[src/sv/fcc_pkg.sv]
// Shared types, codes and constants of the cluster chain engine.
package fcc_pkg;

  localparam int FCC_TABLE_ENTRIES = 65536;
  localparam int FCC_MAX_CHAIN     = 64;

  localparam logic [27:0] END_MARK      = 28'hFFFFFFF;
  localparam logic [27:0] CHAIN_END_MIN = 28'hFFFFFF8;
  localparam logic [16:0] LIMIT_RESET   = 17'd65536;

  // Request modes
  localparam logic [1:0] MODE_NEXT  = 2'd0;
  localparam logic [1:0] MODE_FREE  = 2'd1;
  localparam logic [1:0] MODE_ALLOC = 2'd2;
  localparam logic [1:0] MODE_LOAD  = 2'd3;

  // Result status codes
  localparam logic [1:0] ST_OK      = 2'd0;
  localparam logic [1:0] ST_NOSPACE = 2'd1;
  localparam logic [1:0] ST_BAD     = 2'd2;
  localparam logic [1:0] ST_LOOP    = 2'd3;

  // Datapath commands
  localparam logic [3:0] CMD_NONE         = 4'd0;
  localparam logic [3:0] CMD_CLEAR        = 4'd1;
  localparam logic [3:0] CMD_LATCH        = 4'd2;
  localparam logic [3:0] CMD_NEXT_RD      = 4'd3;
  localparam logic [3:0] CMD_EMIT_BAD     = 4'd4;
  localparam logic [3:0] CMD_EMIT_NEXT    = 4'd5;
  localparam logic [3:0] CMD_LOAD         = 4'd6;
  localparam logic [3:0] CMD_FREE_RD      = 4'd7;
  localparam logic [3:0] CMD_FREE_WR      = 4'd8;
  localparam logic [3:0] CMD_EMIT_FREE    = 4'd9;
  localparam logic [3:0] CMD_SCAN_INIT    = 4'd10;
  localparam logic [3:0] CMD_SCAN         = 4'd11;
  localparam logic [3:0] CMD_EMIT_NOSPACE = 4'd12;
  localparam logic [3:0] CMD_LK_RD        = 4'd13;
  localparam logic [3:0] CMD_LK_FIRST     = 4'd14;
  localparam logic [3:0] CMD_LK_W         = 4'd15;

  typedef struct packed {
    logic [1:0]  mode;
    logic [27:0] cluster;
    logic [6:0]  chain_count;
    logic [27:0] entry_value;
  } in_word_t;

  typedef struct packed {
    logic [1:0]  status;
    logic [27:0] cluster_out;
    logic [16:0] freed_count;
    logic        last;
  } out_word_t;

  // Datapath status seen by the controller
  typedef struct packed {
    logic [1:0] mode;
    logic       cur_ge_lim;
    logic       cnt_bad;
    logic       walk_end;
    logic       walk_loop;
    logic       scan_ok;
    logic       scan_fail;
    logic       idx_zero;
    logic       idx_end;
    logic       clear_done;
    logic       out_free;
  } fcc_stat_t;

endpackage

[src/sv/fcc_ctrl.sv]
// Controller: request sequencing state machine.
module fcc_ctrl
  import fcc_pkg::*;
(
  input  logic      clk,
  input  logic      rst_n,
  input  logic      in_valid,
  output logic      in_stall,
  input  fcc_stat_t stat,
  output logic [3:0] cmd
);

  localparam logic [3:0] S_CLEAR = 4'd0;
  localparam logic [3:0] S_IDLE  = 4'd1;
  localparam logic [3:0] S_DISP  = 4'd2;
  localparam logic [3:0] S_NEXT  = 4'd3;
  localparam logic [3:0] S_FCHK  = 4'd4;
  localparam logic [3:0] S_FWR   = 4'd5;
  localparam logic [3:0] S_SCAN  = 4'd6;
  localparam logic [3:0] S_LKRD  = 4'd7;
  localparam logic [3:0] S_LKW   = 4'd8;

  logic [3:0] state_r, state_nxt;

  assign in_stall = (state_r != S_IDLE);

  // Next state and command
  always_comb begin
    state_nxt = state_r;
    cmd       = CMD_NONE;
    case (state_r)
      S_CLEAR: begin
        cmd = CMD_CLEAR;
        if (stat.clear_done) begin
          state_nxt = S_IDLE;
        end
      end
      S_IDLE: begin
        if (in_valid) begin
          cmd       = CMD_LATCH;
          state_nxt = S_DISP;
        end
      end
      S_DISP: begin
        if (stat.out_free) begin
          case (stat.mode)
            MODE_NEXT: begin
              cmd       = stat.cur_ge_lim ? CMD_EMIT_BAD : CMD_NEXT_RD;
              state_nxt = stat.cur_ge_lim ? S_IDLE : S_NEXT;
            end
            MODE_LOAD: begin
              cmd       = stat.cur_ge_lim ? CMD_EMIT_BAD : CMD_LOAD;
              state_nxt = S_IDLE;
            end
            MODE_FREE: begin
              state_nxt = S_FCHK;
            end
            default: begin
              cmd       = stat.cnt_bad ? CMD_EMIT_BAD : CMD_SCAN_INIT;
              state_nxt = stat.cnt_bad ? S_IDLE : S_SCAN;
            end
          endcase
        end
      end
      S_NEXT: begin
        if (stat.out_free) begin
          cmd       = CMD_EMIT_NEXT;
          state_nxt = S_IDLE;
        end
      end
      S_FCHK: begin
        // stop the walk at chain end, table edge or loop
        if (stat.walk_end || stat.cur_ge_lim || stat.walk_loop) begin
          if (stat.out_free) begin
            cmd       = CMD_EMIT_FREE;
            state_nxt = S_IDLE;
          end
        end else begin
          cmd       = CMD_FREE_RD;
          state_nxt = S_FWR;
        end
      end
      S_FWR: begin
        cmd       = CMD_FREE_WR;
        state_nxt = S_FCHK;
      end
      S_SCAN: begin
        if (stat.scan_ok) begin
          cmd       = CMD_SCAN;
          state_nxt = S_LKRD;
        end else if (stat.scan_fail) begin
          if (stat.out_free) begin
            cmd       = CMD_EMIT_NOSPACE;
            state_nxt = S_IDLE;
          end
        end else begin
          cmd = CMD_SCAN;
        end
      end
      S_LKRD: begin
        cmd       = CMD_LK_RD;
        state_nxt = S_LKW;
      end
      S_LKW: begin
        if (stat.idx_zero) begin
          cmd       = CMD_LK_FIRST;
          state_nxt = S_LKRD;
        end else if (stat.out_free) begin
          cmd       = CMD_LK_W;
          state_nxt = stat.idx_end ? S_IDLE : S_LKRD;
        end
      end
      default: begin
        state_nxt = S_IDLE;
      end
    endcase
  end

  always_ff @(posedge clk) begin
    if (!rst_n) begin
      state_r <= S_CLEAR;
    end else begin
      state_r <= state_nxt;
    end
  end

endmodule

[config.mk]
export PLATFORM = sky130hd
export DESIGN_NAME = fcc_ctrl
export DESIGN_NICKNAME = d
export VERILOG_FILES = /design/src/sv/fcc_pkg.sv /design/src/sv/fcc_ctrl.sv
export SDC_FILE = /design/constraint.sdc
export NUM_CORES = 1
export LEC_CHECK = 0
export BUFFER_PORTS_ARGS = -buffer_cell sky130_fd_sc_hd__buf_2
export CAP_MARGIN = 20
export CORE_MARGIN = 3
export CORE_UTILIZATION = 35
export CTS_BUF_LIST = sky130_fd_sc_hd__clkbuf_8
export CTS_CLUSTER_SIZE = 12
export DETAILED_ROUTE_END_ITERATION = 12
export GPL_ROUTABILITY_DRIVEN = 0
export SLEW_MARGIN = 20
export SYNTH_ARGS = -nofsm -noshare
export SYNTH_HDL_FRONTEND = slang
export SYNTH_SLANG_ARGS = --single-unit
[constraint.sdc]
create_clock -name clk -period 2.7 [get_ports clk]
set_input_delay 0.54 -clock clk [delete_from_list [all_inputs] [get_ports clk]]
set_output_delay 0.54 -clock clk [all_outputs]
set_load 0.005 [all_outputs]
# [After elaboration in Yosys (flattened, before gate mapping)]
# Index checks and enable logic that the tools add are counted.
[totals] reg_bits=4 in_bits=15 out_inout_bits=5 elab_cells=51
[op_classes] n_eq_ne=16 mux=29 reduce_logical=5
[ops] operator="2-to-1 mux 4 bit" count=18
[ops] operator="case mux 4 bit (9 select lines)" count=2
[ops] operator="== test 4 x 3 -> 1 bit (second input constant)" count=4
[ops] operator="2-to-1 mux 3 bit" count=4
[ops] operator="case mux 4 bit (3 select lines)" count=1
[ops] operator="case mux 3 bit (3 select lines)" count=1
[ops] operator="== test 4 x 2 -> 1 bit (second input constant)" count=2
[ops] operator="2-to-1 mux 2 bit" count=3
[ops] operator="!= test 2 bit (second input constant)" count=3
[ops] operator="!= test 3 bit (second input constant)" count=2
[ops] operator="AND reduction 5 bit" count=1
[ops] operator="== test 4 x 1 -> 1 bit (second input constant)" count=1
[ops] operator="== test 4 bit (second input constant)" count=1
[ops] operator="zero test 4 bit" count=1
[ops] operator="!= test 4 x 1 -> 1 bit (second input constant)" count=1
[ops] operator="== test 2 x 1 -> 1 bit (second input constant)" count=1
[ops] operator="== test 2 bit (second input constant)" count=1
[ops] operator="zero test 2 bit" count=1
[ops] operator="logical OR 1 bit" count=2

# [Logic depth before layout (Yosys ltp)]
# Gate-level depths: netlist (run 1).
[depth] ltp_word=4 depth_mapped=6 ltp_nobuf=6

# [Worst setup path before layout (run 1)]
# Ideal clock, no wire load.
[synth_path] path_type="in2out" from="input port stat[10] (netlist name)" to="output port cmd[3]" arrival_ps=1454 required_ps=2160 setup_slack_ps=706 stages=6 cell_sequence="inv_1 > ha_1 > nor2b_1 > o21ai_0 > nor3_1 > a211o_1"
[synth_between] elab_chain_cells=4 word_cells_on_any_way=6 classes_between="eq/ne (2); mux (3); reduce/logical (1)"
[synth_lines] item="from (decl)" line="fcc_ctrl.sv:9" rtl="input fcc_stat_t stat,"
[synth_lines] item="== test 2 x 1 -> 1 bit (tied with other cells)" line="fcc_ctrl.sv:46" rtl="case (stat.mode)"
[synth_lines] item="case mux 4 bit (3 select lines) *" line="fcc_ctrl.sv:46"
[synth_lines] item="2-to-1 mux 4 bit *" line="fcc_ctrl.sv:45" rtl="if (stat.out_free) begin"
[synth_lines] item="case mux 4 bit (9 select lines) *" line="fcc_ctrl.sv:31" rtl="case (state_r)"
[synth_lines] item="to (decl)" line="fcc_ctrl.sv:10" rtl="output logic [3:0] cmd"
# Every way passes the cells marked *; elsewhere a longest branch is shown, timed or not.

# [Worst setup path in the final report (run 1)]
[layout_path] from="register state_r[3]" to="output port cmd[2]"
[layout_between] elab_chain_cells=2 word_cells_on_any_way=10 classes_between="eq/ne (8); mux (1); reduce/logical (1)"
[layout_lines] item="from (decl)" line="fcc_ctrl.sv:23" rtl="logic [3:0] state_r, state_nxt;"
[layout_lines] item="from (signal assigned)" line="fcc_ctrl.sv:123" rtl="state_r <= state_nxt;"
[layout_lines] item="== test 4 bit (tied with other cells)" line="fcc_ctrl.sv:31"
[layout_lines] item="case mux 4 bit (9 select lines) *" line="fcc_ctrl.sv:31"
# Marks and branches as above.

==> results of run 1 <==
## per-stage QoR
step / hold WS, ps / std cells / power, mW / instance area (um2) / setup WS [ps]
final: 591 / 147 / 0.264 / 897 / 268
after global routing: 603 / 147 / 0.282 / 897 / 163
after CTS: 589 / 147 / 0.266 / 897 / 285
after detailed placement: 786 / 144 / 0.138 / 856 / 391
after global placement: 776 / 144 / 0.137 / 856 / 424
after floorplan: 621 / 103 / 0.111 / 732 / 706
## worst max-delay path: cells and delay by family, from the launching register on
family / cells / cell delay, ps
DFF: 1 / 650
buffers and inverters: 1 / 120
and+or+nand+nor: 3 / 890
## synth_stat cells, types with 3 or more instances
master | n | area share [%]
a21oi_1 | 6 | 4.1
clkbuf_1 | 5 | 2.6
dfxtp_1 | 4 | 11
ha_1 | 4 | 6.8
inv_1 | 4 | 2.1
nand2_1 | 5 | 2.6
nand2b_1 | 5 | 4.3
nand3_1 | 3 | 2.1
nor2_1 | 6 | 3.1
nor2b_1 | 6 | 5.1
nor3_1 | 7 | 4.8
o21ai_0 | 8 | 5.5
## power groups by stage
stage / logic [mW] / registers, mW / clock network, mW
2_1_floorplan: 0.0481 / 0.0629 / 0
3_3_place_gp: 0.0703 / 0.0666 / 0
3_5_place_dp: 0.0715 / 0.0665 / 0
4_1_cts: 0.0718 / 0.0656 / 0.129
5_1_grt: 0.0804 / 0.0662 / 0.135
6_report: 0.0720 / 0.0657 / 0.126
## layer usage
layer,vias to the layer above,share of wire (%),GRT usage [%]
li1,432,-,-
met1,403,47,20.2
met2,33,47,29.0
met3,2,5.6,3.44
met4,0,0.39,2.62
met5,-,0,0
## cells by family after synthesis
logic type               count (synthesis)  synth area share, %
AND/OR/NAND/NOR                         48                 41.9
AO/OA/AOI/OAI                           34                 31.5
buffers and inverters                   12                 7.52
adder cells (fa/ha/maj)                  4                 6.84
flip-flops                               4                 10.9
multiplexers                             1                 1.37
## layout by cell type (no fill, tap or decap), types with 2 or more instances in the layout
cell type,instances
nand3_1,3
ha_1,4
a21oi_1,6
a31oi_1,2
inv_1,4
nand2_1,5
buf_4,5
a211oi_1,2
dfxtp_1,4
or4b_4,2
clkbuf_8,3
o21ai_0,8
nor2b_1,6
and4b_1,2
nand2b_1,5
nor2_1,6
nor3_1,7
buf_2,19
o211ai_1,2
## final cells by class
cell class | count | area, um2
inverter | 4 | 15.0
clock buffer | 3 | 41.3
tap | 25 | 31.3
timing repair buffer | 24 | 133
fill | 202 | 942
sequential | 4 | 80.1
multi-input combinational | 87 | 597
## worst max-delay path by stage
stage | startpoint | end | slack, ps | cells after the start
4_1_cts | state_r[3] | cmd[2] | 280 | 4
6_report | state_r[3] | cmd[2] | 270 | 4
3_3_place_gp | stat[10] | cmd[3] | 420 | 8
2_1_floorplan | stat[10] | cmd[3] | 710 | 6
3_5_place_dp | stat[10] | cmd[3] | 390 | 8
5_1_grt | state_r[3] | cmd[1] | 160 | 5
==> impl_metrics.tcl, run 1 <==
set metrics [dict create \
    grt_pass1_wl_um 3270 \
    seqPwrFrac_pct 24.9 \
    htreeDepth 1 \
    vias_per_cell 5.92 \
    yosysUniqueCellTypes 46 \
    largest_register_ffs 4 \
    antenna_found_initial 0 \
    finalCriticalPeriod_ps 2430 \
    slew_viol_final 0 \
    area_delta_synth_final_pct 22.6 \
    ant_nets 0 \
    hold_path_class "in2reg" \
    cts_buffer_depth 2 \
    netlist_instances 103 \
    syn-num-nets 122 \
    start_util_pct 39.8 \
    via_count 870 \
    cts.sinks 4 \
    p_sw_mw 0.0740 \
    yosysSeqAreaShare_pct 10.9 \
    wl_um 2050 \
    rows 15 \
    io-pin-count 20 \
    critPathSlowestCell "dfxtp_1" \
    arrival_ps 1890 \
    switching_share_pct 28.0 \
    place_hpwl_um 1610 \
    synth_flop_cell "dfxtp_1" \
    powerDensity_mw_per_mm2 294 \
    power_frac_clock_pct 47.8 \
    grt_pass1_vias 760 \
    cts-root-buf "clkbuf_8" \
    rsz0062_at_grt "false" \
    internal-power_mw 0.190 \
    antenna_cells_inserted 0 \
    final_util_pct 48.8 \
    syn_area_um2 732 \
    grt_use_total_pct 16.3 \
    fin_worst_skew_ps 5.28 \
    die_area_mm2 0.00268 \
    cts_tree "yes" \
    max_slew_margin_pct 64.1 \
    cp_cell_sequence "or4b_4, nor2_1, nand4b_1, buf_2" \
    regMostFlops "state_r" \
    drt_first_iter_violations 13 \
    avgSynthCellArea_um2 7.11 \
    drc_errors 0 \
    crit_path_end_kind "primary output" \
    outcome "completed" \
    clkLatencyLatePin_ps 220 \
    critPathMaxFanout 16 \
    ir_drop_v 0.000286 \
    synth_edf_count 0 \
    synth_warnings 0 \
    reg2reg_slack_ps 780 \
    die_y_um 51.7 \
    drv_cap 0 \
    hold_violations 0 \
    layout-drive-gt1-share_pct 25.4 \
    grt_max_degree 17 \
    rr_endpoint "state_r[0]" \
    max_stage_delay_ps 650 \
    tightest_slew_ps 538 \
    die_w_um 51.7 \
    post_drt_wl_per_cell_um 14.0 \
    setup_viol 0 \
    layout.nets 143 \
    hold_depth 3 \
    io_buffers 19 \
    synth_seq_cells 4 \
    timing.fmax_mhz 411 \
    start_kind "flip-flop" \
    fin_setup_tns_ps 0 \
    cts_buffers 3 \
    worstReg2RegStart "state_r[3]" \
    crit_type "reg2out" \
    worstHoldStart "rst_n" \
    overflow 0 \
    min_to "state_r[3]" \
    period_share_pct 90.1 \
    reg_top3 "state_r: 4 flops" \
    core_area_mm2 0.00184 \
    reg2reg_depth 4 \
    first_pass_iters 4 \
    holdBufCountCts 0 \
    leakage_nw 0.365 \
    synthArstFlopShare_pct 0 \
    required_ps 2160 \
    cts_resized 0 \
    cts_setup_buffers 0 \
    power_frac_comb_pct 27.3 \
    clk_pin_slew_worst_paths_ps 30 \
]
(Power assumes the default switching activity.)
==> inputs of run 2 (changes only) <==
Settings changed: CORE_MARGIN 3 to 2.
==> impl_metrics.tcl, run 2 (same netlist as run 1, synthesis figures left out) <==
set metrics [dict create \
    outcome "completed" \
    rsz0062_at_grt "false" \
    wl_um 2020 \
    crit_path_end_kind "primary output" \
    final_cell_mix "buf_2, o21ai_0, nor3_1" \
    cts_resized 0 \
    via_count 883 \
    setup_viol 0 \
    regMostFlops "state_r" \
    clkLatencyLatePin_ps 210 \
    io-pin-count 20 \
    stdcell_area_um2 907 \
    core_area_mm2 0.00196 \
    worstHoldStart "state_r[1]" \
    reg_top3 "state_r: 4 flops" \
    rows 16 \
    critical-path-top-delay-family "simple AND/OR/NAND/NOR gates" \
    leakage_nw 0.371 \
    overflow 0 \
    first_pass_iters 6 \
    start_util_pct 37.3 \
    drc_errors 0 \
    drt_first_iter_violations 23 \
    dp.cells 147 \
    drv_cap 0 \
    start_kind "flip-flop" \
    cts-root-buf "clkbuf_8" \
    period_share_pct 88.1 \
    critPathMaxFanout 18 \
    die_area_mm2 0.00247 \
    max_slew_margin_pct 62.4 \
    largest_register_ffs 4 \
    tightest_slew_ps 563 \
    antenna_found_initial 0 \
    cts_setup_buffers 0 \
    arrival_ps 1840 \
    clk_pin_slew_worst_paths_ps 30 \
    place_hpwl_um 1580 \
    hold_violations 0 \
    finalCriticalPeriod_ps 2380 \
    cts_tree "yes" \
    crit_type "reg2out" \
    vias_per_cell 5.89 \
    instances_no_fill 150 \
    grt_pass1_vias 744 \
    post_drt_wl_per_cell_um 13.4 \
    htreeDepth 1 \
    cts_buffer_depth 2 \
    p_total_mw 0.259 \
    grt_use_total_pct 16.2 \
    ant_nets 0 \
    hold_path_class "reg2reg" \
    cp-startpoint "state_r[2]" \
    worstReg2RegStart "state_r[1]" \
    ir_drop_v 0.000179 \
    timing.fmax_mhz 420 \
    io_buffers 19 \
    fin_worst_skew_ps 1.08 \
    fin_setup_tns_ps 0 \
    area_delta_synth_final_pct 23.9 \
    cts_buffers 3 \
    critPathSlowestCell "dfxtp_1" \
    required_ps 2160 \
    powerDensity_mw_per_mm2 285 \
    die_w_um 49.7 \
    place_area_um2 866 \
    timing.critical_path.buf_inv 1 \
    antenna_cells_inserted 0 \
    holdBufCountCts 0 \
    slew_viol_final 0 \
    grt_max_degree 19 \
    layout-drive-gt1-share_pct 26.0 \
    cts.sinks 4 \
    layout.nets 144 \
    max_stage_delay_ps 660 \
    final_common_cell "buf_2" \
    cp_cell_sequence "or4bb_1, o32ai_1, nand2_1, nand4b_1, buf_2" \
    grt_pass1_wl_um 3240 \
    die_y_um 49.7 \
]
[run 2: cell types whose count changed in the layout (fill, tap and decap cells not counted), sizes merged]
cell	before	now
buf	24	25
[run 2: metrics by stage]
stage	utilization (%)	hold slack, ps	setup slack [ps]
after CTS	46.2	605	327
after global routing	46.2	612	199
after detailed placement	44.1	596	409
after floorplan	-	621	706
final	46.2	603	322
after global placement	44.1	604	431
[run 2: cell type report]
class / instances / area, um2
Clock buffer: 3 / 41.3
Fill cell: 217 / 1050
Inverter: 4 / 15.0
Multi-Input combinational cell: 87 / 597
Sequential cell: 4 / 80.1
Tap cell: 27 / 33.8
Timing Repair Buffer: 25 / 140
[run 2: path summary, 6_finish.rpt]
check,endpoint,slack (ps),depth (start not counted)
max,cmd[2],320,5
min,state_r[1],600,2
max reg2reg,state_r[0],840,5
min reg2reg,state_r[1],600,2
[run 2: layer usage]
metal | track usage [%] | share of wire [%] | vias to the layer above
li1 | - | - | 434
met1 | 23.0 | 48 | 410
met2 | 26.2 | 45 | 37
met3 | 1.52 | 6.2 | 2
met4 | 4.17 | 0.74 | 0
met5 | 0 | 0 | -
[run 2: power by group]
group / internal, mW / total [mW] / switching (mW)
logic: 0.0336 / 0.0745 / 0.0409
clock network: 0.0947 / 0.121 / 0.0263
registers: 0.0613 / 0.0634 / 0.00208
[run 2: tightest hold or removal path, delay by kind of cell (launching register included)]
family	cells	cell delay, ps
flip-flops	1	390
AO/OA/AOI/OAI	1	70
AND/OR/NAND/NOR	1	90
==> inputs of run 3 (changes only) <==
==> constraint.sdc (replaced) <==
create_clock -name clk -period 2.7 [get_ports clk]
set_input_delay 0.135 -clock clk [delete_from_list [all_inputs] [get_ports clk]]
set_output_delay 0.135 -clock clk [all_outputs]
set_load 0.005 [all_outputs]
==> impl_metrics.tcl, run 3 (same netlist as run 1, synthesis figures left out) <==
set metrics [dict create \
    outcome "completed" \
    fin_worst_skew_ps 4.29 \
    tightest_slew_ps 701 \
    ant_nets 0 \
    overflow 0 \
    cts-root-buf "clkbuf_8" \
    slew_viol_final 0 \
    rows 16 \
    antenna_cells_inserted 0 \
    grt_use_total_pct 16.6 \
    p_sw_mw 0.0710 \
    cts_setup_buffers 0 \
    max_slew_margin_pct 53.2 \
    cts_buffer_depth 2 \
    worstReg2RegStart "state_r[1]" \
    cp-startpoint "state_r[1]" \
    final_cell_mix "buf_2, o21ai_0, nor3_1" \
    largest_register_ffs 4 \
    cp_cell_sequence "nor4bb_1, a21oi_1, nor3_1, a211o_1, buf_2" \
    clk_pin_slew_worst_paths_ps 30 \
    hold_violations 0 \
    antenna_found_initial 0 \
    reg2reg_depth 4 \
    setup_viol 0 \
    stdcell_area_um2 870 \
    period_share_pct 85.8 \
    via_count 829 \
    rr_endpoint "state_r[0]" \
    critPathMaxFanout 23 \
    grt_pass1_vias 757 \
    required_ps 2570 \
    grt_pass1_wl_um 3250 \
    seqPwrFrac_pct 27.1 \
    cts_tree "yes" \
    timing.fmax_mhz 432 \
    reg_top3 "state_r: 4 flops" \
    finalCriticalPeriod_ps 2320 \
    leakage_nw 0.344 \
    crit_path_end_kind "primary output" \
    first_pass_iters 4 \
    die_w_um 49.7 \
    layout.nets 139 \
    cts_resized 0 \
    die_y_um 49.7 \
    place_area_um2 828 \
    core_area_mm2 0.00196 \
    grt_max_degree 24 \
    holdBufCountCts 0 \
    area_delta_synth_final_pct 18.8 \
    rsz0062_at_grt "false" \
    vias_per_cell 5.72 \
    place_hpwl_um 1520 \
    cts_buffers 3 \
    io_buffers 19 \
    drv_cap 0 \
    power_frac_clock_pct 47.8 \
    start_kind "flip-flop" \
    drt_first_iter_violations 20 \
    arrival_ps 2180 \
    wl_um 2030 \
    internal-power_mw 0.187 \
    drc_errors 0 \
    cts.sinks 4 \
    start_util_pct 37.3 \
    ir_drop_v 0.000275 \
    powerDensity_mw_per_mm2 297 \
    htreeDepth 1 \
    crit_path_end "cmd[3]" \
    switching_share_pct 27.5 \
    post_drt_wl_per_cell_um 14.0 \
    layout-drive-gt1-share_pct 22.9 \
    max_stage_delay_ps 760 \
    io-pin-count 20 \
    fin_setup_tns_ps 0 \
    final_common_cell "buf_2" \
    hold_path_class "in2reg" \
    power_frac_comb_pct 25.0 \
    regMostFlops "state_r" \
    critPathSlowestCell "dfxtp_1" \
    reg2reg_slack_ps 690 \
    crit_type "reg2out" \
    die_area_mm2 0.00247 \
    clkLatencyLatePin_ps 220 \
]
-- run 3: layout make-up --
class	instances	area, um2
clock buffers	3	41.3
flip-flops and latches	4	80.1
inverters	4	15.0
fillers	234	1090
repair buffers	20	103
multi-input cells	87	597
well taps	27	33.8
-- run 3: routing by layer --
layer	vias up	wire [um]	global-route usage [%]
li1	426	-	-
met1	374	969	20.9
met2	29	948	27.3
met3	0	108	4.24
met4	0	0	5.09
met5	-	0	0
-- run 3: through the flow --
stage	total power [mW]	setup slack, ps	cells	hold WS, ps	util, %
finish	0.258	384	145	188	44.3
global route	0.279	128	145	198	44.3
CTS	0.263	415	145	185	44.3
detailed placement	0.135	634	142	409	42.2
global placement	0.134	728	142	413	42.2
floorplan	0.111	1110	103	266	-
-- run 3: worst min path at each step --
| stage | start | end | slack (ps) | cells past startpoint |
|---|---|---|---|---|
| after floorplan | rst_n | state_r[0] | 270 | 1 |
| after detailed placement | rst_n | state_r[0] | 410 | 2 |
| final | rst_n | state_r[0] | 190 | 2 |
| after global routing | rst_n | state_r[0] | 200 | 2 |
| after global placement | rst_n | state_r[0] | 410 | 2 |
| after CTS | rst_n | state_r[0] | 190 | 2 |
-- run 3: critical path: cells and delay by family (launching register included) --
family | cells | cell delay, ps
AND/OR/NAND/NOR | 2 | 840
flip-flops | 1 | 760
AO/OA/AOI/OAI | 2 | 260
buffers and inverters | 1 | 100
-- run 3: power by group through the flow --
stage	Combinational, mW	Clock, mW	Sequential [mW]
after CTS	0.0649	0.128	0.0696
after floorplan	0.0481	0	0.0629
after global routing	0.0730	0.135	0.0709
final	0.0647	0.124	0.0701
after global placement	0.0635	0	0.0702
after detailed placement	0.0645	0	0.0705
